**config.mk**
```make
export PLATFORM = sky130hd
export DESIGN_NAME = nearest_neighbour_anomaly_score
export DESIGN_NICKNAME = d
export VERILOG_FILES = /design/src/nna_pkg.sv /design/src/nna_ram.sv /design/src/nearest_neighbour_anomaly_score.sv
export SDC_FILE = /design/constraint.sdc
export NUM_CORES = 2
export LEC_CHECK = 0
export BUFFER_PORTS_ARGS = -buffer_cell sky130_fd_sc_hd__buf_2
export CAP_MARGIN = 10
export CELL_PAD_IN_SITES_DETAIL_PLACEMENT = 2
export CELL_PAD_IN_SITES_GLOBAL_PLACEMENT = 2
export CORE_ASPECT_RATIO = 1.1
export CORE_MARGIN = 4
export CORE_UTILIZATION = 41
export CTS_BUF_LIST = sky130_fd_sc_hd__clkbuf_4 sky130_fd_sc_hd__clkbuf_8 sky130_fd_sc_hd__clkbuf_16
export CTS_CLUSTER_DIAMETER = 60
export CTS_CLUSTER_SIZE = 24
export DETAILED_ROUTE_END_ITERATION = 12
export PLACE_DENSITY = 0.81
export SYNTH_ARGS = -nofsm -noshare
export SYNTH_HDL_FRONTEND = slang
export SYNTH_HIERARCHICAL = 1
export SYNTH_SLANG_ARGS = --single-unit
export TNS_END_PERCENT = 30
```
**constraint.sdc**
```tcl
create_clock -name clock -period 24.2 [get_ports clock]
set_input_delay 1.21 -clock clock [delete_from_list [all_inputs] [get_ports clock]]
set_output_delay 1.21 -clock clock [all_outputs]
set_load 0.01 [all_outputs]
```
**src/nna_pkg.sv**
```systemverilog
// shared constants and types for the nearest neighbour anomaly scorer
package nna_pkg;

   localparam int REF_COUNT    = 8;
   localparam int NUM_FEATURES = 5;
   localparam int SAMPLE_W     = 16;
   localparam int DIST_W       = 35;
   localparam int SQ_W         = 32;
   localparam int ROW_W        = (REF_COUNT > 1) ? $clog2(REF_COUNT) : 1;
   localparam int ROW_DATA_W   = NUM_FEATURES * SAMPLE_W;

   localparam logic       OP_LOAD     = 1'b0;
   localparam logic       OP_CLASSIFY = 1'b1;

   localparam logic       REG_REFS_IN_USE  = 1'b0;
   localparam logic       REG_THRESHOLD_SQ = 1'b1;

   localparam logic [3:0]        REFS_IN_USE_RESET  = 4'd5;
   localparam logic [DIST_W-1:0] THRESHOLD_SQ_RESET = 35'd65536;

   typedef logic [SAMPLE_W-1:0] sample_type;
   typedef logic [ROW_W-1:0]    row_type;

endpackage

```
**src/nna_ram.sv**
```systemverilog
// generic single write port ram with registered read
module nna_ram #(
   parameter int WIDTH = 16,
   parameter int DEPTH = 8
) (
   input  logic                                   clock,
   input  logic                                   wr_en,
   input  logic [(DEPTH > 1 ? $clog2(DEPTH) : 1)-1:0] wr_addr,
   input  logic [WIDTH-1:0]                       wr_data,
   input  logic                                   rd_en,
   input  logic [(DEPTH > 1 ? $clog2(DEPTH) : 1)-1:0] rd_addr,
   output logic [WIDTH-1:0]                       rd_data
);

   logic [WIDTH-1:0] mem_ff [DEPTH];
   logic [WIDTH-1:0] rd_data_ff;

   always_ff @(posedge clock) begin
      if (wr_en) begin
         mem_ff[wr_addr] <= wr_data;
      end
      if (rd_en) begin
         rd_data_ff <= mem_ff[rd_addr];
      end
   end

   assign rd_data = rd_data_ff;

endmodule

```
**src/nearest_neighbour_anomaly_score.sv**
```systemverilog
// nearest neighbour anomaly scorer: row ram, distance pipeline and sequencer
//
//  channel   ports                                        moves
//  req       req_valid req_ready req_operation ...        load or classify item
//  rsp       rsp_valid rsp_ready rsp_min_distance_sq ...  one item per classify
//  csr       csr_write_enable csr_index csr_write_data    register write
//
// a load gives no item; a classify streams the rows in use, one row per
// cycle, through the shared distance pipeline (row ram read, abs diff,
// square, sum, compare).
// reset clears control and registers; the row ram is not cleared.
// a waiting rsp item does not block the next req item, only the next finish.
module nearest_neighbour_anomaly_score
   import nna_pkg::*;
(
   input  logic              clock,
   input  logic              reset,
   input  logic              req_valid,
   output logic              req_ready,
   input  logic              req_operation,
   input  logic [2:0]        req_ref_slot,
   input  logic [15:0]       req_feature_0,
   input  logic [15:0]       req_feature_1,
   input  logic [15:0]       req_feature_2,
   input  logic [15:0]       req_feature_3,
   input  logic [15:0]       req_feature_4,
   output logic              rsp_valid,
   input  logic              rsp_ready,
   output logic [34:0]       rsp_min_distance_sq,
   output logic [2:0]        rsp_nearest_slot,
   output logic              rsp_anomaly,
   input  logic              csr_write_enable,
   input  logic              csr_index,
   input  logic [34:0]       csr_write_data
);

   localparam logic [1:0] ST_IDLE   = 2'd0;
   localparam logic [1:0] ST_RUN    = 2'd1;
   localparam logic [1:0] ST_FINISH = 2'd2;

   logic [1:0]        state_ff, state_in;
   logic [3:0]        refs_in_use_ff;
   logic [DIST_W-1:0] threshold_sq_ff;

   sample_type        query_ff [NUM_FEATURES];
   sample_type        req_feature [NUM_FEATURES];

   logic              issue_active_ff, issue_active_in;
   row_type           issue_row_ff, issue_row_in;
   row_type           last_row;

   logic              s1_valid_ff, s1_last_ff;
   row_type           s1_row_ff;
   logic              s2_valid_ff, s2_last_ff;
   row_type           s2_row_ff;
   sample_type        s2_abs_ff [NUM_FEATURES];
   logic              s3_valid_ff, s3_last_ff;
   row_type           s3_row_ff;
   logic [SQ_W-1:0]   s3_sq_ff [NUM_FEATURES];
   logic              s4_valid_ff, s4_last_ff;
   row_type           s4_row_ff;
   logic [DIST_W-1:0] s4_sum_ff;
   logic [DIST_W-1:0] sum_in;

   logic [DIST_W-1:0] best_ff;
   row_type           best_row_ff;

   logic              rsp_valid_ff;
   logic [DIST_W-1:0] rsp_dist_ff;
   logic [2:0]        rsp_slot_ff;
   logic              rsp_anomaly_ff;

   logic              req_accept;
   logic              ram_wr_en;
   logic              issue;
   logic              rsp_free;
   logic [ROW_DATA_W-1:0] ram_wr_data;
   logic [ROW_DATA_W-1:0] ram_rd_data;

   assign req_feature[0] = req_feature_0;
   assign req_feature[1] = req_feature_1;
   assign req_feature[2] = req_feature_2;
   assign req_feature[3] = req_feature_3;
   assign req_feature[4] = req_feature_4;

   assign req_ready  = (state_ff == ST_IDLE);
   assign req_accept = req_valid && req_ready;
   assign ram_wr_en  = req_accept && (req_operation == OP_LOAD)
                       && (32'(req_ref_slot) < REF_COUNT);
   assign ram_wr_data = {req_feature_4, req_feature_3, req_feature_2,
                         req_feature_1, req_feature_0};
   assign issue    = (state_ff == ST_RUN) && issue_active_ff;
   assign rsp_free = !rsp_valid_ff || rsp_ready;

   always_comb begin
      if (refs_in_use_ff == 4'd0) begin
         last_row = '0;
      end else if (32'(refs_in_use_ff) > REF_COUNT) begin
         last_row = ROW_W'(REF_COUNT - 1);
      end else begin
         last_row = ROW_W'(refs_in_use_ff - 4'd1);
      end
   end

   nna_ram #(
      .WIDTH(ROW_DATA_W),
      .DEPTH(REF_COUNT)
   ) u_ref_ram (
      .clock   (clock),
      .wr_en   (ram_wr_en),
      .wr_addr (ROW_W'(req_ref_slot)),
      .wr_data (ram_wr_data),
      .rd_en   (issue),
      .rd_addr (issue_row_ff),
      .rd_data (ram_rd_data)
   );

   // sequencer
   always_comb begin
      state_in        = state_ff;
      issue_active_in = issue_active_ff;
      issue_row_in    = issue_row_ff;
      unique case (state_ff)
         ST_IDLE: begin
            if (req_accept && (req_operation == OP_CLASSIFY)) begin
               state_in        = ST_RUN;
               issue_active_in = 1'b1;
               issue_row_in    = '0;
            end
         end
         ST_RUN: begin
            if (issue) begin
               if (issue_row_ff == last_row) begin
                  issue_active_in = 1'b0;
               end else begin
                  issue_row_in = issue_row_ff + 1'b1;
               end
            end
            if (s4_valid_ff && s4_last_ff) begin
               state_in = ST_FINISH;
            end
         end
         ST_FINISH: begin
            if (rsp_free) begin
               state_in = ST_IDLE;
            end
         end
         default: begin
            state_in = ST_IDLE;
         end
      endcase
   end

   always_ff @(posedge clock) begin
      if (reset) begin
         state_ff        <= ST_IDLE;
         issue_active_ff <= 1'b0;
         issue_row_ff    <= '0;
         s1_valid_ff     <= 1'b0;
         s2_valid_ff     <= 1'b0;
         s3_valid_ff     <= 1'b0;
         s4_valid_ff     <= 1'b0;
         refs_in_use_ff  <= REFS_IN_USE_RESET;
         threshold_sq_ff <= THRESHOLD_SQ_RESET;
         rsp_valid_ff    <= 1'b0;
      end else begin
         state_ff        <= state_in;
         issue_active_ff <= issue_active_in;
         issue_row_ff    <= issue_row_in;
         s1_valid_ff     <= issue;
         s2_valid_ff     <= s1_valid_ff;
         s3_valid_ff     <= s2_valid_ff;
         s4_valid_ff     <= s3_valid_ff;
         if (csr_write_enable) begin
            unique case (csr_index)
               REG_REFS_IN_USE:  refs_in_use_ff  <= csr_write_data[3:0];
               REG_THRESHOLD_SQ: threshold_sq_ff <= csr_write_data;
               default:          refs_in_use_ff  <= refs_in_use_ff;
            endcase
         end
         if ((state_ff == ST_FINISH) && rsp_free) begin
            rsp_valid_ff <= 1'b1;
         end else if (rsp_ready) begin
            rsp_valid_ff <= 1'b0;
         end
      end
   end

   // distance pipeline
   always_comb begin
      sum_in = '0;
      for (int i = 0; i < NUM_FEATURES; i++) begin
         sum_in = sum_in + DIST_W'(s3_sq_ff[i]);
      end
   end

   always_ff @(posedge clock) begin
      logic signed [SAMPLE_W:0] diff;
      logic signed [SAMPLE_W:0] mag;
      if (req_accept) begin
         for (int i = 0; i < NUM_FEATURES; i++) begin
            query_ff[i] <= req_feature[i];
         end
      end
      s1_row_ff  <= issue_row_ff;
      s1_last_ff <= (issue_row_ff == last_row);
      s2_row_ff  <= s1_row_ff;
      s2_last_ff <= s1_last_ff;
      for (int i = 0; i < NUM_FEATURES; i++) begin
         diff = $signed({query_ff[i][SAMPLE_W-1], query_ff[i]})
              - $signed({ram_rd_data[SAMPLE_W*i+SAMPLE_W-1],
                         ram_rd_data[SAMPLE_W*i +: SAMPLE_W]});
         mag  = diff[SAMPLE_W] ? -diff : diff;
         s2_abs_ff[i] <= mag[SAMPLE_W-1:0];
      end
      s3_row_ff  <= s2_row_ff;
      s3_last_ff <= s2_last_ff;
      for (int i = 0; i < NUM_FEATURES; i++) begin
         s3_sq_ff[i] <= SQ_W'(s2_abs_ff[i]) * SQ_W'(s2_abs_ff[i]);
      end
      s4_row_ff  <= s3_row_ff;
      s4_last_ff <= s3_last_ff;
      s4_sum_ff  <= sum_in;
      if (s4_valid_ff && ((s4_row_ff == '0) || (s4_sum_ff < best_ff))) begin
         best_ff     <= s4_sum_ff;
         best_row_ff <= s4_row_ff;
      end
      if ((state_ff == ST_FINISH) && rsp_free) begin
         rsp_dist_ff    <= best_ff;
         rsp_slot_ff    <= 3'(best_row_ff);
         rsp_anomaly_ff <= (best_ff > threshold_sq_ff);
      end
   end

   assign rsp_valid           = rsp_valid_ff;
   assign rsp_min_distance_sq = rsp_dist_ff;
   assign rsp_nearest_slot    = rsp_slot_ff;
   assign rsp_anomaly         = rsp_anomaly_ff;

endmodule

```
==> metrics.cfg <==
[outcome]
status=completed

[synth]
synth_edf_count=877
yosysSeqAreaShare_pct=38.7
synth_top_area_cell=edfxtp_1
synth.distinct_cells=99
synth_area_leaders=edfxtp_1, fa_1, ha_1
syn_area_mm2=0.0854
ys_ff_latch=1213
synthFlopType=edfxtp_1
synthCells=7164
avgSynthCellArea_um2=11.9
synth_top_area_share_pct=30.8
async_flop_share_pct=0
ys_warn_count=6

[die]
die_h_um=487
num_io_pins=166
start_util_pct=41.3
core_region_area_mm2=0.207
die_w_um=443
rows=175
dieArea_mm2=0.216

[layout]
postLayoutCoreUtil_pct=45.1
area_growth_pct=9.19
mostFrequentLayoutCells=inv_1, fa_1, edfxtp_1, ha_1, nand2_1
final_nets=9040
nFillCells=20600
drive_gt1_share_pct=9.80
final_common_cell=inv_1

[clock_network]
clockBufferDepth=3
cts_tree=yes
clkTransAtPathRegs_ps=90
cts_resized=0
htree_levels=3
cts.sinks=1213
postCtsHoldBufs=0
cts_setup_buffers=0
clk_latency_ps=840
cts-root-buf=clkbuf_16
cts_buffers=105

[timing]
rsz0062_at_grt=no
fmax_ghz=0.136
max_slew_margin_pct=18.3
tightest_slew_ps=1190
setup-violations-final=0
hold_violations=0
fin_crit_sh_pct=30.4
slew_violations=0
finalSetupTns_ps=0
finalClockSkew_ps=95.8
period_needed_ps=7360

[drt]
drc_errors=0
firstDrtPassIters=5
drtIter0Drc=3022
totalWireLength_um=272000
vias=55100
vias_per_cell=5.43
drt-wirelength-per-cell_um=26.8
ant_nets=0

[grt]
grt_pass1_vias=66800
antenna_found_initial=23
overflow=0
grt_max_degree=69
grt_pass1_wl_um=417000
globalRouteTotalUtil_pct=25.4

[critical_path]
cp-startpoint=s2_abs_ff[0][6]$_DFF_P_
cp.required_ps=24930
crit_arrival_ps=8090
critPathKind=reg -> reg
crit_path_start_kind=register
reg2reg_from=s2_abs_ff[0][6]$_DFF_P_
cp_max_fo=17
critPathCaptureType=register

[place]
portBuffers=165
hpwl_um=203000
gp_congestion=0.840

[min_path]
min-delay-start=s1_row_ff[0]$_DFF_P_
hp-class=reg -> reg

[job]
cap_violations=0

final cells by class:
| type | count | area (µm²) | area share (%) |
|---|---|---|---|
| inverter | 1462 | 5490 | 5.89 |
| tap | 2743 | 3430 | 3.68 |
| clock inverter | 89 | 1230 | 1.32 |
| sequential | 1213 | 33100 | 35.5 |
| clock buffer | 109 | 2670 | 2.86 |
| timing repair buffer | 206 | 1130 | 1.22 |
| antenna | 8 | 20.0 | 0.0215 |
| multi-input combinational | 4322 | 46200 | 49.6 |
worst max-delay path, stage by stage, from the launching register on:
cell	delay, ps
dfxtp_1	920
nand2_1	310
fa_1	610
fa_1	500
inv_1	80
ha_1	170
inv_1	70
fa_1	510
inv_1	60
fa_1	530
inv_1	70
fa_1	540
inv_1	60
ha_1	370
a21o_1	220
a21oi_1	280
o2111ai_1	210
a311oi_1	480
o21ai_1	220
a311oi_1	480
o21bai_1	150
a21oi_1	250
xnor2_1	170
flip-flops by register name, indices dropped and copies added (netlist names), 4 cells and up:
| register | cells |
|---|---|
| u_ref_ram/rd_data | 80 |
| best_ff | 35 |
| query_ff | 80 |
| rsp_min_distance_sq | 35 |
| s2_abs_ff | 80 |
| threshold_sq_ff | 35 |
| refs_in_use_ff | 4 |
| s4_sum_ff | 35 |
| u_ref_ram/mem_ff | 640 |
| s3_sq_ff | 155 |
Yosys cell counts (all sizes together), types with 7 or more instances:
| cell | n |
|---|---|
| a2111oi | 7 |
| a211oi | 25 |
| a21o | 131 |
| a21oi | 246 |
| a311oi | 9 |
| a31o | 17 |
| a31oi | 29 |
| a41oi | 10 |
| and2 | 224 |
| and3 | 34 |
| buf | 33 |
| clkbuf | 135 |
| dfxtp | 336 |
| edfxtp | 877 |
| fa | 909 |
| ha | 696 |
| inv | 1462 |
| mux2 | 90 |
| mux2i | 9 |
| mux4 | 160 |
| nand2 | 530 |
| nand2b | 45 |
| nand3 | 48 |
| nand4 | 32 |
| nor2 | 229 |
| nor2b | 57 |
| nor3 | 65 |
| nor4 | 9 |
| o211ai | 11 |
| o21a | 37 |
| o21ai | 139 |
| o21bai | 45 |
| o31a | 10 |
| o31ai | 11 |
| o41ai | 7 |
| or2 | 21 |
| or3 | 20 |
| xnor2 | 251 |
| xor2 | 77 |
cell families (layout without fill, tap and decap cells):
logic type / Yosys count / count (layout) / synth area share (%)
AO/OA/AOI/OAI: 784 / 784 / 6.03
XOR/XNOR: 329 / 329 / 3.39
buffers and inverters: 1630 / 1866 / 7.28
AND/OR/NAND/NOR: 1343 / 1343 / 7.59
other: 1 / 10 / 0.00439
multiplexers: 259 / 259 / 5.51
adder cells (fa/ha/maj): 1605 / 1605 / 31.5
flip-flops: 1213 / 1213 / 38.7
layer usage:
metal  track usage [%]  wire, µm
met5                 0       118
met2              47.5    146000
met1              29.4    105000
met3              3.17      9930
met4              9.69     11300
worst paths after layout:
kind | endpoint | slack [ps] | depth (start not counted)
setup reg to reg | s3_sq_ff[0][25]$_DFF_P_ | 16840 | 22
hold reg to reg | s2_row_ff[0]$_DFF_P_ | 320 | 0
setup / recovery | s3_sq_ff[0][25]$_DFF_P_ | 16840 | 22
hold / removal | s2_row_ff[0]$_DFF_P_ | 320 | 0
metrics by stage:
stage                     instances  setup slack, ps  hold WS, ps  cell area, µm²
final                         10200            16840          320           93300
after global routing          10100            16570          332           93300
after CTS                     10100            16920          321           93300
after detailed placement       9946            17010          314           89400
after global placement         9946            17180          310           89400
after floorplan                7165            14640          310           85400
Power is not shown: default switching activity piles up to over one toggle a cycle in this logic, so the estimate is an artifact.
